<file path="config.mk">
export PLATFORM = sky130hd
export DESIGN_NAME = nfpa_row_unit
export DESIGN_NICKNAME = d
export VERILOG_FILES = /design/src/rtl/nfpa_pkg.sv /design/src/rtl/nfpa_row_unit.sv
export SDC_FILE = /design/constraint.sdc
export NUM_CORES = 1
export LEC_CHECK = 0
export BUFFER_PORTS_ARGS = -buffer_cell sky130_fd_sc_hd__buf_4
export CORE_MARGIN = 2
export CORE_UTILIZATION = 25
export DETAILED_ROUTE_END_ITERATION = 16
export GPL_ROUTABILITY_DRIVEN = 0
export GPL_TIMING_DRIVEN = 1
export SYNTH_ARGS = -nofsm -noshare
export SYNTH_HDL_FRONTEND = slang
export SYNTH_SLANG_ARGS = --single-unit
</file>
<file path="constraint.sdc">
create_clock -name vclk -period 4.7
set_clock_uncertainty 0.15 [all_clocks]
set_input_delay 0.235 -clock vclk [all_inputs]
set_output_delay 0.235 -clock vclk [all_outputs]
set_load 0.005 [all_outputs]
</file>
<file path="src/rtl/nfpa_pkg.sv">
// Shared constants, codes, types and helper functions of the next-fit page allocator.
`timescale 1ns / 1ps
`default_nettype none

package nfpa_pkg;

    // Bitmap geometry: one memory row holds the allocated bits of WORD_BITS pages.
    localparam int WORD_BITS = 32;
    localparam int BIT_W     = $clog2(WORD_BITS);

    // Default sizing of the allocator.
    localparam int DEF_MAX_PAGES  = 65536;
    localparam int DEF_PAGE_BYTES = 4096;

    // Fixed field widths of the stream items and the register.
    localparam int OP_W    = 3;
    localparam int ADDR_W  = 40;
    localparam int IDX_W   = 16;
    localparam int STAT_W  = 3;
    localparam int COUNT_W = 17;

    // Operation codes.
    localparam logic [OP_W-1:0] OP_ALLOC   = 3'd0;
    localparam logic [OP_W-1:0] OP_FREE    = 3'd1;
    localparam logic [OP_W-1:0] OP_USABLE  = 3'd2;
    localparam logic [OP_W-1:0] OP_RESERVE = 3'd3;
    localparam logic [OP_W-1:0] OP_CURSOR  = 3'd4;

    // Result status codes.
    localparam logic [STAT_W-1:0] ST_OK        = 3'd0;
    localparam logic [STAT_W-1:0] ST_EXHAUSTED = 3'd1;
    localparam logic [STAT_W-1:0] ST_UNALIGNED = 3'd2;
    localparam logic [STAT_W-1:0] ST_RANGE     = 3'd3;
    localparam logic [STAT_W-1:0] ST_DOUBLE    = 3'd4;

    // Row unit modes.
    localparam logic [1:0] MODE_FIND  = 2'd0;
    localparam logic [1:0] MODE_SET   = 2'd1;
    localparam logic [1:0] MODE_CLEAR = 2'd2;

    typedef struct packed {
        logic [1:0]       mode;
        logic [BIT_W-1:0] lo_bit;
        logic [BIT_W:0]   hi_cnt;
        logic [BIT_W-1:0] pos;
    } t_unit_req;

    typedef struct packed {
        logic                 found;
        logic [BIT_W-1:0]     first;
        logic                 bit_val;
        logic [WORD_BITS-1:0] row_out;
    } t_unit_rsp;

    function automatic int row_count(input int max_pages);
        return (max_pages + WORD_BITS - 1) / WORD_BITS;
    endfunction

    function automatic int row_width(input int max_pages);
        int rows;
        rows = row_count(max_pages);
        return (rows > 1) ? $clog2(rows) : 1;
    endfunction

endpackage

`default_nettype wire

</file>
<file path="src/rtl/nfpa_row_unit.sv">
// Shared row unit: finds the first free page of a row in a bit window and sets or clears bits.
`timescale 1ns / 1ps
`default_nettype none

module nfpa_row_unit (
    input  wire nfpa_pkg::t_unit_req                 i_req,
    input  wire logic [nfpa_pkg::WORD_BITS-1:0]      i_row,
    output nfpa_pkg::t_unit_rsp                      o_rsp
);
    import nfpa_pkg::*;

    logic [WORD_BITS-1:0] cand;
    logic [WORD_BITS-1:0] lowest;
    logic [WORD_BITS-1:0] pos_hot;
    logic [BIT_W-1:0]     first;
    logic [WORD_BITS-1:0] row_out;

    // A candidate is a free bit inside [lo_bit, hi_cnt).
    always_comb begin
        for (int b = 0; b < WORD_BITS; b++) begin
            cand[b] = !i_row[b] && ((BIT_W+1)'(b) >= {1'b0, i_req.lo_bit})
                      && ((BIT_W+1)'(b) < i_req.hi_cnt);
        end
    end

    // Isolate the lowest candidate, then encode it.
    assign lowest = cand & (~cand + WORD_BITS'(1));

    always_comb begin
        first = '0;
        for (int b = 0; b < WORD_BITS; b++) begin
            first = first | (lowest[b] ? BIT_W'(b) : '0);
        end
    end

    assign pos_hot = WORD_BITS'(1) << i_req.pos;

    always_comb begin
        unique case (i_req.mode)
            MODE_FIND:  row_out = i_row | lowest;
            MODE_SET:   row_out = i_row | pos_hot;
            MODE_CLEAR: row_out = i_row & ~pos_hot;
            default:    row_out = i_row;
        endcase
    end

    assign o_rsp.found   = |cand;
    assign o_rsp.first   = first;
    assign o_rsp.bit_val = i_row[i_req.pos];
    assign o_rsp.row_out = row_out;

endmodule

`default_nettype wire

</file>
After elaboration in Yosys (flattened, before gate mapping)
Cells that the tools add are included.
{ "word_totals": {"out_inout_bits": 39, "register_bits": 0, "wordCells": 235, "inputBits": 50} }
{ "op_classes": {"n_lt_le_gt_ge": 64, "n_eq_ne": 2, "n_reduce_logical": 97, "add_sub_neg": 1, "bitwise": 36, "shifts": 1, "mux": 34} }
{ "ops": {"columns": ["operator", "count"], "rows": [
  ["5-bit by 6-bit < comparator with 1-bit output, first input constant", 16],
  ["32-bit case mux with 3 select lines", 1],
  ["5-bit 2-to-1 mux", 16],
  ["5-bit >= comparator, first input constant", 15],
  ["5-bit OR", 15],
  ["32-bit bitwise AND", 2],
  ["32-bit NOT", 2],
  ["32-bit OR", 2],
  ["1-bit logical AND", 63],
  ["4-bit by 6-bit < comparator with 1-bit output, first input constant", 8],
  ["4-bit by 5-bit >= comparator with 1-bit output, first input constant", 8],
  ["32-bit by 1-bit adder with 32-bit output, second input constant", 1],
  ["1-bit logical NOT", 32],
  ["4-bit 2-to-1 mux", 8],
  ["32-bit OR reduction", 1],
  ["1-bit by 5-bit << shifter with 32-bit output, first input constant", 1],
  ["4-bit OR", 7],
  ["3-bit by 6-bit < comparator with 1-bit output, first input constant", 4],
  ["3-bit by 5-bit >= comparator with 1-bit output, first input constant", 4],
  ["1-bit by 6-bit < comparator with 1-bit output, first input constant", 2],
  ["2-bit by 6-bit < comparator with 1-bit output, first input constant", 2],
  ["3-bit 2-to-1 mux", 4],
  ["1-bit by 5-bit >= comparator with 1-bit output, first input constant", 2],
  ["2-bit by 5-bit >= comparator with 1-bit output, first input constant", 2],
  ["13 further kinds", 17]
]} }

Depth between registers and ports, before layout
Gate-level depths: netlist (run 1).
{ "logic_depth": {"depth_word": 37, "ltp_mapped": 11, "depth_no_buf": 8} }

Worst setup path after synthesis (run 1)
OpenSTA, ideal clock, no wires.
{ "synth_path": {"path_kind": "input to output", "start": "in i_req[8] (netlist name)", "end": "out o_rsp[25] (netlist name)", "t_arrival_ps": 2474, "setup_slack_ps": 1841, "cell_stages": 9, "required_time_ps": 4315, "path_buffers": 1, "path_cell_list": "buf_2 -> nor4_4 -> a21oi_1 -> o21a_1 -> nor4b_4 -> nand4_4 -> or4_4 -> o22ai_2 -> a2bb2oi_2"} }
{ "synth_lines": {"columns": ["element", "line_no", "source"], "rows": [
  ["start: declaration", "nfpa_row_unit.sv:6", "input wire nfpa_pkg::t_unit_req i_req,"],
  ["end: declaration", "nfpa_row_unit.sv:8", "output nfpa_pkg::t_unit_rsp o_rsp"]
]} }

==> results of run 1 <==
## worst max-delay path: cells and delay by family
kind	cells	cell delay (ps)
simple gates	4	1770
buf+inv	2	310
compound gates	3	840
## worst max-delay path by stage
stage / from / to / slack [ps] / depth (start not counted)
after floorplan: i_req[8] / o_rsp[25] / 1840 / 9
after global placement: i_req[12] / o_rsp[33] / 1310 / 10
after detailed placement: i_req[10] / o_rsp[25] / 1270 / 9
after CTS: i_req[10] / o_rsp[25] / 1270 / 9
after global routing: i_req[10] / o_rsp[27] / 960 / 10
final: i_req[10] / o_rsp[27] / 1170 / 9
## metal layers
layer | global-route usage | vias up | part of all wire
met2 | 0.341 | 356 | 0.44
li1 | - | 1750 | -
met1 | 0.318 | 1835 | 0.41
met4 | 0.0584 | 0 | 0.034
met3 | 0.0280 | 37 | 0.12
met5 | 0 | - | 0
## metrics by stage
stage	util	worst slack, ps
CTS	0.322	1270
floorplan	-	1840
global placement	0.322	1310
detailed placement	0.322	1270
global route	0.322	961
finish	0.322	1170
## cells in the final DEF (no fill, tap or decap), types with 3 or more instances in the layout
cell,n
inv_1,8
o21ai_0,45
a2111oi_0,6
and4_1,3
and2_1,6
a211o_1,4
buf_4,89
nor4_1,6
and3_1,4
a2bb2oi_1,7
nand2b_1,5
a311oi_1,5
a211oi_1,9
nand3_1,17
nand2_1,39
o22ai_1,11
nand4_1,10
mux4_2,10
a31oi_1,4
or2_2,8
a221oi_1,5
nor2_1,51
a21oi_1,33
a41oi_1,3
nor2b_1,4
nor3_1,16
or3_1,5
a21o_1,3
## logic make-up (layout without fill, tap and decap cells)
family | count (synthesis) | in the layout | share of synthesized area
AO/OA/AOI/OAI | 171 | 171 | 0.449
buffers and inverters | 47 | 97 | 0.0737
multiplexers | 11 | 11 | 0.0899
AND/OR/NAND/NOR | 190 | 190 | 0.388
## final cells by class
type,instances,area [um^2],share of cell area
Multi-Input combinational cell,372,2440,0.737
Tap cell,136,170,0.0515
Inverter,8,30.0,0.00908
Timing Repair Buffer,89,668,0.202
## power breakdown
group	internal [mW]	switching [mW]
Sequential	0	0
Clock	0	0
Combinational	0.147	0.206
==> flow_summary_export.csv, run 1 <==
group,metric,value,unit
critical_path,cp.required,4320,ps
timing,drv_slew,0,
min_path,hold_path_class,"in2out",
grt,grt_util_all_layers,0.220,
clocking,cts_setup_buffers,0,
power,power_density,107,mW/mm^2
timing,worst_pin_slew,803,ps
route,ant_nets,0,
critical_path,path_class,"in2out",
logic_synthesis,avgSynthCellArea,6.28,um^2
route,vias,3978,
clocking,postCtsHoldBufs,0,
min_path,holdPathEnd,"o_rsp[2]",
route,drt_wl_total,12900,um
die,dieArea,0.0114,mm^2
clocking,cts_resized,0,
critical_path,critPathMaxFanout,14,
cells_and_area,regArea,0,um^2
timing,rsz0062_at_grt,"no",
grt,grt_max_degree,35,
route,viasPerCell,6.58,
outcome,status,"finished clean",
cells_and_area,seq_cell_count,0,
place,postPlaceCellArea,0.00331,mm^2
min_path,hold_depth,4,
cells_and_area,fin_area,0.00331,mm^2
route,drtIter0Drc,597,
cells_and_area,fin_cells,605,
die,fp.dieW,107,um
grt,grt_pass1_vias,3618,
timing,min_period,3530,ps
critical_path,crit_path_top_delay_cell,"nor4b_4",
place,dpl.hpwl,10100,um
power,p_total,353,uW
logic_synthesis,ys_warn_count,0,
critical_path,cp_slowest_stage_delay,620,ps
grt,overflow,0,
die,start_util,0.256,
die,io_pins,89,
die,core-area,0.0103,mm^2
place,io_buffers,89,
route,first_pass_iters,6,
cells_and_area,syn_to_final_growth,25.6,%
cells_and_area,n_clock_buffer,0,
die,die-height,107,um
logic_synthesis,synth_common_cells,"nor2_1 (51), o21ai_0 (45), nand2_1 (39)",
logic_synthesis,yosysMostFrequentCell,"nor2_1",
timing,finalSetupViolCount,0,
critical_path,crit_path_end_kind,"output pin",
cells_and_area,nFillCells,1147,
critical_path,worst_ep_arrival_time,3150,ps
power,vdd_drop_max,0.0523,mV
route,wire_per_inst,21.4,um
timing,slew_headroom,0.451,
cells_and_area,drive_gt1_frac,0.264,
critical_path,path_cells,"buf_4, nor2_1, a21oi_1, nor4b_4, nand4_4, nand2b_1, o32ai_1, a2bb2oi_1, buf_4",
grt,antenna_found_initial,0,
timing,hold_viol_final,0,
flow_run,maxCapViolCount,0,
logic_synthesis,synth_cell_types,67,
logic_synthesis,synth_top_area_cell,"mux4_2",
logic_synthesis,syn_inst,419,
timing,fmaxAchievable,283,MHz
timing,whs,649,ps
power,p_leak,1.19,nW
min_path,min_from,"i_row[2]",
logic_synthesis,syn-num-nets,469,
logic_synthesis,yosysTopAreaCellShare,0.0856,
die,rows,37,
cells_and_area,antenna-diode-count,0,
cells_and_area,finalNetCount,521,
logic_synthesis,syn_area,0.00263,mm^2
logic_synthesis,synth_area_leaders,"mux4_2 (8.6%), o21ai_0 (8.6%), nor2_1 (7.3%), a21oi_1 (6.3%), nand2_1 (5.6%)",
critical_path,crit_path_start_kind,"primary input",
place,placed_cells,605,
route,drc,0,
timing,tns,0,ps
logic_synthesis,seq_area_frac_synth,0,
timing,post-route-period-util,0.752,
critical_path,cpMostUsedCell,"buf_4",
grt,grt_pass1_wl,20300,um
No activity file was read; power rests on OpenSTA's default activity.
==> inputs of run 2 (changes only) <==
==> constraint.sdc (replaced) <==
create_clock -name vclk -period 3.5
set_clock_uncertainty 0.15 [all_clocks]
set_input_delay 0.175 -clock vclk [all_inputs]
set_output_delay 0.175 -clock vclk [all_outputs]
set_load 0.005 [all_outputs]
==> run 2 against run 1 <==
Effect of this change: first-iteration DRC count is 30% lower; hold slack got worse by 110 ps; utilization grew 0.15 points; wire length rose by 0.70%; combinational power increased by 35%; cell area rose by 0.45%; count of clock-buffer cells in the layout unchanged; non-clock buffer count grew 2; flip-flop and latch count stayed put; global-route usage is 0.18 points higher; largest power group unchanged.
==> flow_summary_export.csv, run 2 (same netlist as run 1, synthesis figures left out) <==
group,metric,value,unit
outcome,status,"finished clean",
grt,grt_max_degree,35,
power,power_density,144,mW/mm^2
power,p_leak,1.20,nW
die,core-area,0.0103,mm^2
critical_path,crit_path_end_kind,"output pin",
grt,overflow,0,
timing,drv_slew,0,
timing,rsz0062_at_grt,"no",
grt,grt_pass1_vias,3729,
route,drc,0,
die,start_util,0.256,
grt,antenna_found_initial,0,
grt,grt_util_all_layers,0.221,
route,drt_wl_total,13000,um
cells_and_area,multi_input_area,0.00244,mm^2
route,ant_nets,0,
critical_path,path_cells,"buf_4, nor2_1, buf_4, a2111oi_0, a211oi_1, and2_1, nand4_4, and4bb_2, nor3_1, nand4_1, buf_4",
route,vias,3928,
critical_path,cpMostUsedCell,"buf_4",
route,first_pass_iters,5,
die,die-height,107,um
clocking,cts_resized,0,
die,fp.dieW,107,um
critical_path,crit_path_start_kind,"primary input",
route,wl_met3,1640,um
cells_and_area,n_clock_buffer,0,
timing,hold_viol_final,0,
die,dieArea,0.0114,mm^2
clocking,postCtsHoldBufs,0,
timing,post-route-period-util,0.940,
timing,slew_headroom,0.371,
grt,grt_pass1_wl,20500,um
flow_run,maxCapViolCount,0,
timing,finalSetupViolCount,0,
timing,whs,537,ps
critical_path,worst_ep_arrival_time,2970,ps
min_path,hold_path_class,"in2out",
cells_and_area,regArea,0,um^2
clocking,cts_setup_buffers,0,
place,postPlaceCellArea,0.00332,mm^2
timing,fmaxAchievable,304,MHz
die,io_pins,89,
cells_and_area,nFillCells,1192,
route,wire_per_inst,21.5,um
critical_path,crit_path_top_delay_cell,"a2111oi_0",
cells_and_area,finalNetCount,523,
timing,setup_slack,209,ps
power,p_total,477,uW
route,drtIter0Drc,418,
place,dpl_worst_slack,295,ps
cells_and_area,antenna-diode-count,0,
power,vdd_drop_max,0.0661,mV
cells_and_area,fin_area,0.00332,mm^2
place,io_buffers,89,
route,viasPerCell,6.47,
place,dpl.hpwl,10200,um
timing,tns,0,ps
die,rows,37,
critical_path,critPathMaxFanout,14,
route,wl_met1,5220,um
route,wl_met2,5690,um
critical_path,cp_slowest_stage_delay,800,ps
timing,worst_pin_slew,920,ps
critical_path,path_class,"in2out",
cells_and_area,mostFrequentLayoutCells,"buf_4 (91), nor2_1 (51), o21ai_0 (45)",
critical_path,cp.required,3170,ps
cells_and_area,syn_to_final_growth,26.2,%
cells_and_area,drive_gt1_frac,0.268,
route,routed.top_layer,"met4",
timing,min_period,3290,ps
cells_and_area,mostFrequentLayoutCell,"buf_4",
cells_and_area,seq_cell_count,0,
[run 2: power breakdown]
part,internal (mW),switching (mW)
sequential,0,0
combinational,0.199,0.278
clock,0,0
total,0.199,0.278
[run 2: layer usage]
layer | up-vias | GRT usage
li1 | 1756 | -
met1 | 1811 | 0.307
met2 | 322 | 0.345
met3 | 39 | 0.0413
met4 | 0 | 0.0705
met5 | - | 0
[run 2: layout make-up]
| type | count | area share |
|---|---|---|
| multi-input cells | 372 | 0.734 |
| repair buffers | 91 | 0.206 |
| inverters | 8 | 0.00904 |
| well taps | 136 | 0.0512 |
[run 2: worst max-delay path: cells and delay by family]
family / cells / cell delay, ps
buffers and inverters: 3 / 540
and+or+nand+nor: 6 / 1200
AOI/OAI and AO/OA: 2 / 1030
[run 2: worst paths after layout]
path / start / endpoint / slack (ps) / cells past startpoint
max: i_req[10] / o_rsp[37] / 210 / 11
min: i_row[2] / o_rsp[2] / 540 / 4
[run 2: per-stage QoR]
step           utilization  std cells
6_report             0.323        607
5_1_grt              0.323        607
4_1_cts              0.323        607
3_5_place_dp         0.323        607
3_3_place_gp         0.323        607
2_1_floorplan            -        419
==> inputs of run 3 (changes only) <==
--- a/config.mk
+++ b/config.mk
@@ -6,11 +6,14 @@
 export NUM_CORES = 1
 export LEC_CHECK = 0
 export BUFFER_PORTS_ARGS = -buffer_cell sky130_fd_sc_hd__buf_4
+export CELL_PAD_IN_SITES_DETAIL_PLACEMENT = 0
+export CELL_PAD_IN_SITES_GLOBAL_PLACEMENT = 1
 export CORE_MARGIN = 2
 export CORE_UTILIZATION = 25
 export DETAILED_ROUTE_END_ITERATION = 16
 export GPL_ROUTABILITY_DRIVEN = 0
 export GPL_TIMING_DRIVEN = 1
+export PLACE_DENSITY_LB_ADDON = 0.1
 export SYNTH_ARGS = -nofsm -noshare
 export SYNTH_HDL_FRONTEND = slang
 export SYNTH_SLANG_ARGS = --single-unit
==> run 3 against run 2 <==
Effect of this change: cell count rose by 0.66%; worst setup slack got worse by 99 ps; wire length rose by 11%; total power rose by 1.5%; via count fell by 0.69%; sequential share of layout area did not move; combinational power rose by 1%; critical path depth did not move; count of clock-buffer cells in the layout did not move; first-iteration DRC count fell by 20%; die area did not move; cell area rose by 0.90%; highest routed layer unchanged.
==> flow_summary_export.csv, run 3 (same netlist as run 1, synthesis figures left out) <==
group,metric,value,unit
route,drtIter0Drc,333,
route,vias,3901,
critical_path,critPathMaxFanout,10,
route,first_pass_iters,5,
cells_and_area,mostFrequentLayoutCells,"buf_4 (95), nor2_1 (51), o21ai_0 (45)",
min_path,hold_path_class,"in2out",
power,vdd_drop_max,0.0572,mV
critical_path,path_cells,"buf_4, buf_4, a21o_1, a2111oi_0, a211oi_1, and2_1, nand4_4, o22ai_1, a31oi_1, nand4_1, buf_4",
timing,setup_slack,110,ps
power,p_total,484,uW
power,power_density,145,mW/mm^2
die,rows,37,
place,dpl_worst_slack,156,ps
critical_path,crit_path_end_kind,"output pin",
cells_and_area,syn_to_final_growth,27.3,%
critical_path,cp.required,3170,ps
route,ant_nets,0,
cells_and_area,antenna-diode-count,0,
cells_and_area,mostFrequentLayoutCell,"buf_4",
grt,antenna_found_initial,0,
critical_path,cp.buffers_inverters,3,
grt,grt_pass1_wl,21500,um
place,dpl.hpwl,11500,um
critical_path,path_class,"in2out",
timing,fmaxAchievable,295,MHz
grt,grt_max_degree,35,
die,core-area,0.0103,mm^2
timing,worst_pin_slew,978,ps
grt,grt_pass1_vias,3664,
place,io_buffers,89,
outcome,status,"finished clean",
cells_and_area,seq_cell_count,0,
power,p_leak,1.22,nW
route,wire_per_inst,23.7,um
timing,hold_viol_final,0,
cells_and_area,n_clock_buffer,0,
critical_path,cp_slowest_stage_delay,870,ps
timing,finalSetupViolCount,0,
die,io_pins,89,
route,drc,0,
critical_path,crit_path_start_kind,"primary input",
critical_path,cpMostUsedCell,"buf_4",
cells_and_area,drive_gt1_frac,0.274,
route,viasPerCell,6.38,
die,fp.dieW,107,um
cells_and_area,finalNetCount,527,
grt,overflow,0,
critical_path,cpLargestDelayFamily,"compound AO/OA/AOI/OAI gates",
critical_path,worst_ep_arrival_time,3060,ps
grt,grt_util_all_layers,0.243,
die,dieArea,0.0114,mm^2
clocking,cts_resized,0,
cells_and_area,nFillCells,1190,
route,drt_wl_total,14500,um
critical_path,crit_path_top_delay_cell,"a2111oi_0",
die,die-height,107,um
flow_run,maxCapViolCount,0,
timing,min_period,3390,ps
die,start_util,0.256,
timing,post-route-period-util,0.968,
timing,slew_headroom,0.331,
timing,drv_slew,0,
cells_and_area,regArea,0,um^2
timing,whs,522,ps
## run 3: worst paths after layout
kind	start	slack [ps]	endpoint	cells past startpoint
worst min-delay path	i_row[2]	520	o_rsp[2]	4
worst max-delay path	i_req[12]	110	o_rsp[35]	11
## run 3: stage by stage
stage | area (um^2) | utilization | cells | TNS, ps
6_report | 3350 | 0.326 | 611 | 0
5_1_grt | 3350 | 0.326 | 611 | -58.9
4_1_cts | 3340 | 0.325 | 610 | 0
3_5_place_dp | 3340 | 0.325 | 610 | 0
3_3_place_gp | 3340 | 0.325 | 610 | 0
2_1_floorplan | 2630 | - | 419 | 0
## run 3: final cells by class
class / count / area [um^2] / share of cell area
Tap cell: 136 / 170 / 0.0508
Inverter: 8 / 30.0 / 0.00896
Multi-Input combinational cell: 372 / 2440 / 0.727
Timing Repair Buffer: 95 / 713 / 0.213
## run 3: metal layers
layer / share of wire / GRT usage / up-vias / wire length [um]
met5: 0 / 0 / - / 0
met4: 0.041 / 0.0826 / 0 / 597
met3: 0.071 / 0.0286 / 43 / 1030
met2: 0.47 / 0.409 / 201 / 6820
met1: 0.42 / 0.321 / 1890 / 6060
li1: - / - / 1767 / -
## run 3: tightest hold or removal path, cell delays in order
cell and delay [ps]:
buf_4 110, nand2_1 40, o21ai_0 60, buf_4 110
## run 3: what timing repair did
item / CTS / global route
hold buffers: 0 / 0
buffers inserted: 0 / 1
endpoints found under the setup margin: 0 / 3
## run 3: power breakdown
part	internal (mW)	leakage, nW	switching, mW
logic	0.203	1.22	0.282
clock network	0	0	0
registers	0	0	0
