File: src/rtl/nfpa_pkg.sv
// Shared constants, codes, types and helper functions of the next-fit page allocator.
`timescale 1ns / 1ps
`default_nettype none

package nfpa_pkg;

    // Bitmap geometry: one memory row holds the allocated bits of WORD_BITS pages.
    localparam int WORD_BITS = 32;
    localparam int BIT_W     = $clog2(WORD_BITS);

    // Default sizing of the allocator.
    localparam int DEF_MAX_PAGES  = 65536;
    localparam int DEF_PAGE_BYTES = 4096;

    // Fixed field widths of the stream items and the register.
    localparam int OP_W    = 3;
    localparam int ADDR_W  = 40;
    localparam int IDX_W   = 16;
    localparam int STAT_W  = 3;
    localparam int COUNT_W = 17;

    // Operation codes.
    localparam logic [OP_W-1:0] OP_ALLOC   = 3'd0;
    localparam logic [OP_W-1:0] OP_FREE    = 3'd1;
    localparam logic [OP_W-1:0] OP_USABLE  = 3'd2;
    localparam logic [OP_W-1:0] OP_RESERVE = 3'd3;
    localparam logic [OP_W-1:0] OP_CURSOR  = 3'd4;

    // Result status codes.
    localparam logic [STAT_W-1:0] ST_OK        = 3'd0;
    localparam logic [STAT_W-1:0] ST_EXHAUSTED = 3'd1;
    localparam logic [STAT_W-1:0] ST_UNALIGNED = 3'd2;
    localparam logic [STAT_W-1:0] ST_RANGE     = 3'd3;
    localparam logic [STAT_W-1:0] ST_DOUBLE    = 3'd4;

    // Row unit modes.
    localparam logic [1:0] MODE_FIND  = 2'd0;
    localparam logic [1:0] MODE_SET   = 2'd1;
    localparam logic [1:0] MODE_CLEAR = 2'd2;

    typedef struct packed {
        logic [1:0]       mode;
        logic [BIT_W-1:0] lo_bit;
        logic [BIT_W:0]   hi_cnt;
        logic [BIT_W-1:0] pos;
    } t_unit_req;

    typedef struct packed {
        logic                 found;
        logic [BIT_W-1:0]     first;
        logic                 bit_val;
        logic [WORD_BITS-1:0] row_out;
    } t_unit_rsp;

    function automatic int row_count(input int max_pages);
        return (max_pages + WORD_BITS - 1) / WORD_BITS;
    endfunction

    function automatic int row_width(input int max_pages);
        int rows;
        rows = row_count(max_pages);
        return (rows > 1) ? $clog2(rows) : 1;
    endfunction

endpackage

`default_nettype wire

File: src/rtl/nfpa_ctrl.sv
// Sequencer of the allocator: decodes operations, walks bitmap rows and holds the result beat.
`timescale 1ns / 1ps
`default_nettype none

module nfpa_ctrl #(
    parameter int MAX_PAGES  = nfpa_pkg::DEF_MAX_PAGES,
    parameter int PAGE_BYTES = nfpa_pkg::DEF_PAGE_BYTES
) (
    input  wire logic                                       i_clk,
    input  wire logic                                       i_rst_n,
    input  wire logic                                       i_in_valid,
    output logic                                            o_in_ready,
    input  wire logic [nfpa_pkg::OP_W-1:0]                  i_opcode,
    input  wire logic [nfpa_pkg::ADDR_W-1:0]                i_address,
    input  wire logic [nfpa_pkg::IDX_W-1:0]                 i_page_index,
    output logic                                            o_out_valid,
    input  wire logic                                       i_out_ready,
    output logic      [nfpa_pkg::STAT_W-1:0]                o_status,
    output logic      [nfpa_pkg::ADDR_W-1:0]                o_page_address,
    output logic      [nfpa_pkg::COUNT_W-1:0]               o_free_count,
    input  wire logic [nfpa_pkg::COUNT_W-1:0]               i_tracked_pages,
    output logic                                            o_ram_wr_en,
    output logic      [nfpa_pkg::row_width(MAX_PAGES)-1:0]  o_ram_wr_row,
    output logic      [nfpa_pkg::WORD_BITS-1:0]             o_ram_wr_data,
    output logic                                            o_ram_rd_en,
    output logic      [nfpa_pkg::row_width(MAX_PAGES)-1:0]  o_ram_rd_row,
    output nfpa_pkg::t_unit_req                             o_unit_req,
    input  wire nfpa_pkg::t_unit_rsp                        i_unit_rsp
);
    import nfpa_pkg::*;

    localparam int ROWS       = row_count(MAX_PAGES);
    localparam int ROW_W      = row_width(MAX_PAGES);
    localparam int PG_W       = ROW_W + BIT_W;
    localparam int CNT_W      = $clog2(MAX_PAGES + 1);
    localparam int CMP_W      = PG_W + 1;
    localparam int IXC_W      = (CMP_W > IDX_W) ? CMP_W : IDX_W;
    localparam int PAGE_SHIFT = $clog2(PAGE_BYTES);
    localparam int PGN_W      = ADDR_W - PAGE_SHIFT;
    localparam int ADC_W      = (PGN_W > CMP_W) ? PGN_W : CMP_W;

    localparam logic [2:0] S_CLEAR   = 3'd0;
    localparam logic [2:0] S_IDLE    = 3'd1;
    localparam logic [2:0] S_SCAN_RD = 3'd2;
    localparam logic [2:0] S_SCAN_EV = 3'd3;
    localparam logic [2:0] S_MOD_RD  = 3'd4;
    localparam logic [2:0] S_MOD_EV  = 3'd5;
    localparam logic [2:0] S_DONE    = 3'd6;

    // Control state.
    logic [2:0]       r_state,     n_state;
    logic [ROW_W-1:0] r_row,       n_row;
    logic [PG_W-1:0]  r_cursor,    n_cursor;
    logic [CNT_W-1:0] r_free,      n_free;
    logic             r_out_valid, n_out_valid;

    // Per-item working registers.
    logic [OP_W-1:0]   r_op,      n_op;
    logic [CNT_W-1:0]  r_n,       n_n;
    logic [PG_W-1:0]   r_target,  n_target;
    logic              r_phase,   n_phase;
    logic [PG_W-1:0]   r_p0,      n_p0;
    logic [ROW_W-1:0]  r_lo_row,  n_lo_row;
    logic [BIT_W-1:0]  r_lo_bit,  n_lo_bit;
    logic [CMP_W-1:0]  r_hi,      n_hi;
    logic [ROW_W-1:0]  r_hi_row,  n_hi_row;
    logic [STAT_W-1:0] r_status,  n_status;
    logic [ADDR_W-1:0] r_got,     n_got;
    logic [STAT_W-1:0] r_out_status;
    logic [ADDR_W-1:0] r_out_addr;
    logic [CNT_W-1:0]  r_out_free;
    logic              out_load;

    // Decode of the incoming beat.
    logic [CNT_W-1:0]  live_n;
    logic [CMP_W-1:0]  n_ext;
    logic [CMP_W-1:0]  nm1;
    logic [PG_W-1:0]   p0;
    logic [IXC_W-1:0]  idx_ext;
    logic              idx_bad;
    logic [PG_W-1:0]   idx_page;
    logic [ADC_W-1:0]  pgn_ext;
    logic              addr_bad;
    logic              unaligned;
    logic [PG_W-1:0]   addr_page;

    // Scan evaluation.
    logic [CMP_W-1:0]  row_base;
    logic [CMP_W-1:0]  hi_diff;
    logic [BIT_W:0]    hi_cnt;
    logic [BIT_W-1:0]  lo_bit_cur;
    logic [PG_W-1:0]   found_pg;
    logic [CMP_W-1:0]  found_next;
    logic [PG_W-1:0]   pm1;
    logic [31:0]       free_wide;

    always_comb begin
        if ({15'd0, i_tracked_pages} >= 32'(MAX_PAGES)) begin
            live_n = CNT_W'(MAX_PAGES);
        end else begin
            live_n = CNT_W'(i_tracked_pages);
        end
    end

    assign n_ext     = CMP_W'(live_n);
    assign nm1       = n_ext - CMP_W'(1);
    assign p0        = (CMP_W'(r_cursor) < n_ext) ? r_cursor : '0;
    assign idx_ext   = IXC_W'(i_page_index);
    assign idx_bad   = idx_ext >= IXC_W'(live_n);
    assign idx_page  = idx_ext[PG_W-1:0];
    assign pgn_ext   = ADC_W'(i_address[ADDR_W-1:PAGE_SHIFT]);
    assign addr_bad  = pgn_ext >= ADC_W'(live_n);
    assign unaligned = |i_address[PAGE_SHIFT-1:0];
    assign addr_page = pgn_ext[PG_W-1:0];

    assign row_base   = CMP_W'({r_row, BIT_W'(0)});
    assign hi_diff    = r_hi - row_base;
    assign hi_cnt     = (hi_diff >= CMP_W'(WORD_BITS)) ? (BIT_W+1)'(WORD_BITS)
                                                       : hi_diff[BIT_W:0];
    assign lo_bit_cur = (r_row == r_lo_row) ? r_lo_bit : '0;
    assign found_pg   = {r_row, i_unit_rsp.first};
    assign found_next = CMP_W'(found_pg) + CMP_W'(1);
    assign pm1        = r_p0 - PG_W'(1);

    // Shared row unit requests.
    always_comb begin
        o_unit_req.mode   = MODE_FIND;
        o_unit_req.lo_bit = lo_bit_cur;
        o_unit_req.hi_cnt = hi_cnt;
        o_unit_req.pos    = r_target[BIT_W-1:0];
        if (r_state == S_MOD_EV) begin
            o_unit_req.mode = (r_op == OP_RESERVE) ? MODE_SET : MODE_CLEAR;
        end
    end

    assign o_ram_rd_en   = (r_state == S_SCAN_RD) || (r_state == S_MOD_RD);
    assign o_ram_rd_row  = (r_state == S_MOD_RD) ? r_target[PG_W-1:BIT_W] : r_row;
    assign o_ram_wr_row  = (r_state == S_MOD_EV) ? r_target[PG_W-1:BIT_W] : r_row;
    assign o_ram_wr_data = (r_state == S_CLEAR) ? '1 : i_unit_rsp.row_out;

    assign o_in_ready = (r_state == S_IDLE);
    assign out_load   = (r_state == S_DONE) && (!r_out_valid || i_out_ready);

    always_comb begin
        n_state     = r_state;
        n_row       = r_row;
        n_cursor    = r_cursor;
        n_free      = r_free;
        n_op        = r_op;
        n_n         = r_n;
        n_target    = r_target;
        n_phase     = r_phase;
        n_p0        = r_p0;
        n_lo_row    = r_lo_row;
        n_lo_bit    = r_lo_bit;
        n_hi        = r_hi;
        n_hi_row    = r_hi_row;
        n_status    = r_status;
        n_got       = r_got;
        o_ram_wr_en = 1'b0;
        n_out_valid = r_out_valid && !i_out_ready;

        unique case (r_state)
            S_CLEAR: begin
                o_ram_wr_en = 1'b1;
                n_row       = r_row + ROW_W'(1);
                if (r_row == ROW_W'(ROWS - 1)) begin
                    n_row   = '0;
                    n_state = S_IDLE;
                end
            end
            S_IDLE: begin
                if (i_in_valid) begin
                    n_op     = i_opcode;
                    n_n      = live_n;
                    n_status = ST_OK;
                    n_got    = '0;
                    n_state  = S_DONE;
                    case (i_opcode)
                        OP_ALLOC: begin
                            if (live_n == '0) begin
                                n_status = ST_EXHAUSTED;
                            end else begin
                                n_phase  = 1'b0;
                                n_p0     = p0;
                                n_row    = p0[PG_W-1:BIT_W];
                                n_lo_row = p0[PG_W-1:BIT_W];
                                n_lo_bit = p0[BIT_W-1:0];
                                n_hi     = n_ext;
                                n_hi_row = nm1[PG_W-1:BIT_W];
                                n_state  = S_SCAN_RD;
                            end
                        end
                        OP_FREE: begin
                            priority if (unaligned) begin
                                n_status = ST_UNALIGNED;
                            end else if (addr_bad) begin
                                n_status = ST_RANGE;
                            end else begin
                                n_target = addr_page;
                                n_state  = S_MOD_RD;
                            end
                        end
                        OP_USABLE: begin
                            priority if (idx_bad) begin
                                n_status = ST_RANGE;
                            end else if (i_page_index != '0) begin
                                n_target = idx_page;
                                n_state  = S_MOD_RD;
                            end else begin
                                n_status = ST_OK;
                            end
                        end
                        OP_RESERVE: begin
                            if (idx_bad) begin
                                n_status = ST_RANGE;
                            end else begin
                                n_target = idx_page;
                                n_state  = S_MOD_RD;
                            end
                        end
                        OP_CURSOR: begin
                            if (idx_bad) begin
                                n_status = ST_RANGE;
                            end else begin
                                n_cursor = idx_page;
                            end
                        end
                        default: begin
                            n_status = ST_OK;
                        end
                    endcase
                end
            end
            S_SCAN_RD: begin
                n_state = S_SCAN_EV;
            end
            S_SCAN_EV: begin
                priority if (i_unit_rsp.found) begin
                    o_ram_wr_en = 1'b1;
                    n_free      = r_free - CNT_W'(1);
                    n_cursor    = (found_next == CMP_W'(r_n)) ? '0 : found_next[PG_W-1:0];
                    n_got       = ADDR_W'(found_pg) << PAGE_SHIFT;
                    n_state     = S_DONE;
                end else if (r_row == r_hi_row) begin
                    if (!r_phase && (r_p0 != '0)) begin
                        // Wrap around: scan the pages below the start point.
                        n_phase  = 1'b1;
                        n_row    = '0;
                        n_lo_row = '0;
                        n_lo_bit = '0;
                        n_hi     = CMP_W'(r_p0);
                        n_hi_row = pm1[PG_W-1:BIT_W];
                        n_state  = S_SCAN_RD;
                    end else begin
                        n_status = ST_EXHAUSTED;
                        n_state  = S_DONE;
                    end
                end else begin
                    n_row   = r_row + ROW_W'(1);
                    n_state = S_SCAN_RD;
                end
            end
            S_MOD_RD: begin
                n_state = S_MOD_EV;
            end
            S_MOD_EV: begin
                n_state = S_DONE;
                case (r_op)
                    OP_FREE: begin
                        if (!i_unit_rsp.bit_val) begin
                            n_status = ST_DOUBLE;
                        end else begin
                            o_ram_wr_en = 1'b1;
                            n_free      = r_free + CNT_W'(1);
                        end
                    end
                    OP_USABLE: begin
                        if (i_unit_rsp.bit_val) begin
                            o_ram_wr_en = 1'b1;
                            n_free      = r_free + CNT_W'(1);
                        end
                    end
                    OP_RESERVE: begin
                        if (!i_unit_rsp.bit_val) begin
                            o_ram_wr_en = 1'b1;
                            n_free      = r_free - CNT_W'(1);
                        end
                    end
                    default: begin
                        n_status = r_status;
                    end
                endcase
            end
            S_DONE: begin
                if (out_load) begin
                    n_out_valid = 1'b1;
                    n_state     = S_IDLE;
                end
            end
            default: begin
                n_state = S_IDLE;
            end
        endcase
    end

    always_ff @(posedge i_clk) begin
        if (!i_rst_n) begin
            r_state     <= S_CLEAR;
            r_row       <= '0;
            r_cursor    <= '0;
            r_free      <= '0;
            r_out_valid <= 1'b0;
        end else begin
            r_state     <= n_state;
            r_row       <= n_row;
            r_cursor    <= n_cursor;
            r_free      <= n_free;
            r_out_valid <= n_out_valid;
        end
    end

    always_ff @(posedge i_clk) begin
        r_op     <= n_op;
        r_n      <= n_n;
        r_target <= n_target;
        r_phase  <= n_phase;
        r_p0     <= n_p0;
        r_lo_row <= n_lo_row;
        r_lo_bit <= n_lo_bit;
        r_hi     <= n_hi;
        r_hi_row <= n_hi_row;
        r_status <= n_status;
        r_got    <= n_got;
        if (out_load) begin
            r_out_status <= r_status;
            r_out_addr   <= r_got;
            r_out_free   <= r_free;
        end
    end

    assign free_wide      = 32'(r_out_free);
    assign o_out_valid    = r_out_valid;
    assign o_status       = r_out_status;
    assign o_page_address = r_out_addr;
    assign o_free_count   = free_wide[COUNT_W-1:0];

    // The free count can never exceed the number of pages the bitmap holds.
    a_free_bound: assert property (@(posedge i_clk) disable iff (!i_rst_n)
        r_free <= CNT_W'(MAX_PAGES))
        else $error("free page count above bitmap size");

    // An accepted beat always starts work; the sequencer leaves idle.
    a_accept_busy: assert property (@(posedge i_clk) disable iff (!i_rst_n)
        (i_in_valid && o_in_ready) |=> (r_state != S_IDLE))
        else $error("accepted beat left the sequencer idle");

    // The bitmap is only written while clearing or when a row is evaluated.
    a_write_phase: assert property (@(posedge i_clk) disable iff (!i_rst_n)
        o_ram_wr_en |-> (r_state == S_CLEAR || r_state == S_SCAN_EV || r_state == S_MOD_EV))
        else $error("bitmap write outside a write phase");

    // The scan never walks past the last row of its window.
    a_scan_window: assert property (@(posedge i_clk) disable iff (!i_rst_n)
        (r_state == S_SCAN_EV) |-> (r_row <= r_hi_row))
        else $error("scan row beyond window");

endmodule

`default_nettype wire

File: config.mk
export PLATFORM = sky130hd
export DESIGN_NAME = nfpa_ctrl
export DESIGN_NICKNAME = d
export VERILOG_FILES = /design/src/rtl/nfpa_pkg.sv /design/src/rtl/nfpa_ctrl.sv
export SDC_FILE = /design/constraint.sdc
export NUM_CORES = 1
export LEC_CHECK = 0
export ABC_AREA = 1
export BUFFER_PORTS_ARGS = -buffer_cell sky130_fd_sc_hd__buf_2
export CAP_MARGIN = 20
export CELL_PAD_IN_SITES_DETAIL_PLACEMENT = 1
export CELL_PAD_IN_SITES_GLOBAL_PLACEMENT = 1
export CORE_MARGIN = 3
export CORE_UTILIZATION = 38
export DETAILED_ROUTE_END_ITERATION = 8
export PLACE_DENSITY = 0.87
export SLEW_MARGIN = 10
export SYNTH_ARGS = -nofsm -noshare
export SYNTH_HDL_FRONTEND = slang
export SYNTH_SLANG_ARGS = --single-unit
File: constraint.sdc
create_clock -name i_clk -period 7.8 [get_ports i_clk]
set_input_delay 0.39 -clock i_clk [delete_from_list [all_inputs] [get_ports i_clk]]
set_output_delay 0.39 -clock i_clk [all_outputs]
set_load 0.03 [all_outputs]
==> Yosys cells after proc, flatten, opt, wreduce, memory -nomap -nowiden <==
Cells that the tools add are included.
{ "totals": {"mem_count": 0, "mem_bits_ro": 0, "latchBits": 0, "regBits": 248, "in_bits": 119, "out_inout_bits": 136, "ram_bits": 0, "elab_cells": 203} }
{ "op_classes": {"add_sub_neg": 7, "n_reduce_logical": 31, "mul": 0, "mux": 100, "shift": 0, "n_lt_le_gt_ge": 5, "n_eq_ne": 40, "n_div": 0, "bitwise": 1} }
{ "ops": {"columns": ["operator", "n"], "rows": [
  ["$mux 11", 17],
  ["$mux 17", 10],
  ["$mux 16", 10],
  ["$pmux 17 s2", 3],
  ["$mux 40", 2],
  ["$pmux 40 s2", 1],
  ["$pmux 16 s3", 1],
  ["$pmux 11 s2", 2],
  ["$mux 3", 13],
  ["$mux 5", 7],
  ["$pmux 11 s3", 1],
  ["$mux 32", 1],
  ["$pmux 16 s2", 1],
  ["$reduce_bool 16->1", 2],
  ["$sub 16x1->16 const B", 2],
  ["$ne 2x2->1 const B", 15],
  ["$ge 28x17->1", 1],
  ["$eq 11x11->1", 2],
  ["$pmux 3 s7", 1],
  ["$mux 2", 10],
  ["$eq 3x2->1 const B", 6],
  ["$pmux 3 s3", 2],
  ["$add 16x1->17 const B", 1],
  ["$add 17x1->17 const B", 1],
  ["other kinds (38)", 72]
]} }

==> Longest topological paths before layout <==
{ "logic_depth": {"ltp_word": 8, "ltp_mapped": 19} }

==> Worst setup path after synthesis <==
No wires, ideal clock.
{ "synth_timing": {"path_kind": "in2reg", "startpoint": "in i_tracked_pages[16] in the netlist's numbering", "endpoint": "reg r_hi[0], enable pin", "arrival_time_ns": 5.579, "path_stages": 9, "path_slack_ns": 1.661, "required_time_ns": 7.241, "setup_ns": 0.559, "cell_sequence": "buf_6 buf_6 nor2_1 nor2_1 nand3_1 nor2_1 nand3_2 nand3_2 nor4_1"} }
{ "synth_via": {"elab_chain_len": 5} }
{ "synth_lines": {"columns": ["element", "line_no", "source"], "rows": [
  ["start, declared", "nfpa_ctrl.sv:21", "input wire logic [nfpa_pkg::COUNT_W-1:0] i_tracked_pages,"],
  ["$ge 17x17->1", "nfpa_ctrl.sv:98", "if ({15'd0, i_tracked_pages} >= 32'(MAX_PAGES)) begin"],
  ["$mux 17", "nfpa_ctrl.sv:98", null],
  ["net live_n[0]", "nfpa_ctrl.sv:75", "logic [CNT_W-1:0] live_n;"],
  ["$logic_not 17->1", "nfpa_ctrl.sv:181", "if (live_n == '0) begin"],
  ["$ne 2x2->1 (no source line)", null, null],
  ["$reduce_and 7->1 (no source line)", null, null],
  ["end signal, assigned", "nfpa_ctrl.sv:331", "r_hi <= n_hi;"],
  ["end, declared", "nfpa_ctrl.sv:65", "logic [CMP_W-1:0] r_hi, n_hi;"]
]} }
The timed path passes the listed nets, and every way through them passes these cells.
A chain may end at the register's enable or synchronous reset.

==> reports/results.ini <==
[sta]
fin_worst_skew_ns=0.01831
layout_setup_ws_ns=3.809
rsz0062_at_grt=no
fin_setup_tns_ns=0
final_max_slew_viol_count=0
hold_viol=0
setup_viol_count_final=0
worst_pin_slew_ns=1.042
min_period_ns=3.991
fmax_mhz=250.6
relSlewSlack_pct=29.80
finalCritPeriodShare_pct=51.16
hold_ws_ns=0.1551

[finish]
fillers=4142
final_area_sq_um=14790
final_cell_mix=357 x nand2_1, 230 x buf_2, 201 x inv_1, 181 x nor2_1, 152 x edfxtp_1
area_delta_synth_final_pct=15.53
layout_commonest_cell=nand2_1
drive_above_1_share_pct=21.51
nNetsFinal=1992

[worst_setup_path]
critPathMaxFanout=11
crit_start=r_row[2]$_SDFFE_PN0P_
end_kind=output pin
crit_type=reg -> out
cp.required_ns=7.41
start_kind=register
rr_startpoint=r_state[2]$_SDFFE_PN0P_
worstPathArrival_ns=3.60

[clocking]
clockBufferDepth=2
clock-sinks=200
postCtsSetupBuffers=0
ctsHoldBuffers=0
clockRootBuffer=clkbuf_16
htree_levels=4
cts_made_buffers=17
clk_latency_ns=0.45
cts_tree=yes
cts-resized-gates=0
cts.clk_slew.worst_paths_ns=0.08

[logic_synthesis]
synthCells=1614
synth_compound_area_share_pct=9.471
yosysWarnings=0
ys_ff_latch=200
synth_mux_area_share_pct=0
synth_ff_type=edfxtp_1
synth-edff-count=152
synth_top_family_by_area=simple AND/OR/NAND/NOR gates
synth_xor_area_share_pct=3.010
yosysSeqAreaShare_pct=43.16
synth_area_sq_um=12800
synthAdderAreaFrac_pct=6.314
syn_avg_cell_area_sq_um=7.931
synthDistinctLibCells=49
ys_async_sr_fraction_pct=0
synthSimpleGateAreaFrac_pct=27.31

[min_path]
worst_hold_path_type=in -> reg
hp-start=i_opcode[0]

[flow_run]
drv_cap=0

[power]
leakagePower_nw=6.568
ir_worst_vdd_v=0.0001455
power_density_nw_per_um2=156.6

[die]
die_h_microns=189.5
core.rowCount=66
dieArea_sq_um=35930
core_area_sq_um=32870
start_util_pct=38.95
io_pins=255
dieWidth_microns=189.5

[detailed_routing]
drcViolationCount=0
via_per_inst=5.209
num_vias=11800
post_drt_wl_per_cell_microns=19.48
wl_mm=44.12
antenna_left=0
drt_pass1_iterations=7
drtIter0Drc=914

[global_route]
grt_usage_pct=23.99
antenna_found_initial=2
grt-ovfl-total=0
grt_max_degree=63
grt_pass1_wl_mm=67.14
grt_pass1_vias=12200

[outcome]
outcome=completed

[placed_design]
io_buffers=230
gp_congestion=0.9082
dp_worst_setup_slack_ns=3.944
dpl.hpwl_mm=34.56
placed_cell_area_sq_um=14130

cells in the mapped netlist, types with 18 or more instances:
library cell / instances / area, sq um
xnor2_1: 18 / 157.7
edfxtp_1: 152 / 4564
nor3_1: 55 / 275.3
buf_4: 35 / 262.8
o21ai_1: 20 / 100.1
o21ai_0: 78 / 390.4
clkbuf_1: 27 / 101.4
nor2_1: 181 / 679.4
or2_2: 39 / 244.0
a21oi_1: 76 / 380.4
nand3_1: 71 / 355.3
ha_1: 63 / 788.3
nand4_1: 26 / 162.7
dfxtp_1: 48 / 960.9
inv_1: 201 / 754.5
xor2_1: 26 / 227.7
nand2_1: 357 / 1340
where the power goes:
group	switching [W]	internal, W
registers	0.00000814	0.00114
clock network	0.000471	0.000468
logic	0.000156	0.0000753
total	0.000635	0.00168
routing by layer:
layer	vias to the layer above	share of wire, %	GRT usage (%)
li1	5594	-	-
met1	5704	40	28.80
met2	426	51	43.10
met3	73	6.6	3.906
met4	2	3.0	9.127
met5	-	0.029	0
state kept, by name, indices dropped and copies added (netlist names):
register	cells
o_out_valid	1
r_cursor	16
r_n	17
r_state	3
r_hi_row	11
r_got	16
r_lo_bit	5
r_hi	17
o_status	3
r_op	3
r_phase	1
r_free	17
r_lo_row	11
r_target	16
o_free_count	17
r_status	3
r_row	11
r_p0	16
o_page_address	16
stage by stage:
stage / cells / util (%) / total power (W)
3_3_place_gp: 2231 / 42.99 / 0.001385
6_report: 2265 / 45.00 / 0.002315
5_1_grt: 2265 / 45.00 / 0.002398
4_1_cts: 2263 / 44.89 / 0.002325
2_1_floorplan: 1637 / - / 0.001314
3_5_place_dp: 2231 / 42.99 / 0.001396
kinds of logic after synthesis:
group | after synthesis
flops | 200
compound gates | 216
other cells | 1
xor+xnor | 44
simple gates | 783
fa+ha+maj | 64
buf+inv | 306
cell type report:
| class | instances | area, sq um | share of cell area (%) |
|---|---|---|---|
| antenna | 1 | 2.502 | 0.01692 |
| clock buffer | 17 | 425.4 | 2.876 |
| timing repair buffer | 238 | 1231 | 8.325 |
| tap | 442 | 553.0 | 3.739 |
| inverter | 221 | 832.0 | 5.626 |
| sequential | 200 | 5525 | 37.36 |
| multi-input combinational | 1131 | 6021 | 40.71 |
| clock inverter | 15 | 198.9 | 1.345 |
critical path, cell delays in order, from the launching register on:
cell     delay, ns
dfxtp_1       0.79
inv_1         0.31
ha_1          0.46
nand2_1       0.13
nand3_1       0.13
a21oi_1       0.32
o21ai_0       0.17
xor2_1        0.17
nand4_1       0.27
nor2_1        0.18
buf_2         0.21
path summary, 6_finish.rpt:
| path | end | slack [ns] | cells after the start |
|---|---|---|---|
| max | o_unit_req[6] | 3.81 | 10 |
| min | r_op[0]$_DFFE_PP_ | 0.16 | 1 |
| min reg2reg | o_page_address[17]$_DFFE_PP_ | 0.43 | 0 |
| max reg2reg | r_hi_row[2]$_DFFE_PP_ | 3.84 | 7 |
Note: power is estimated with default switching activity, not from simulation.
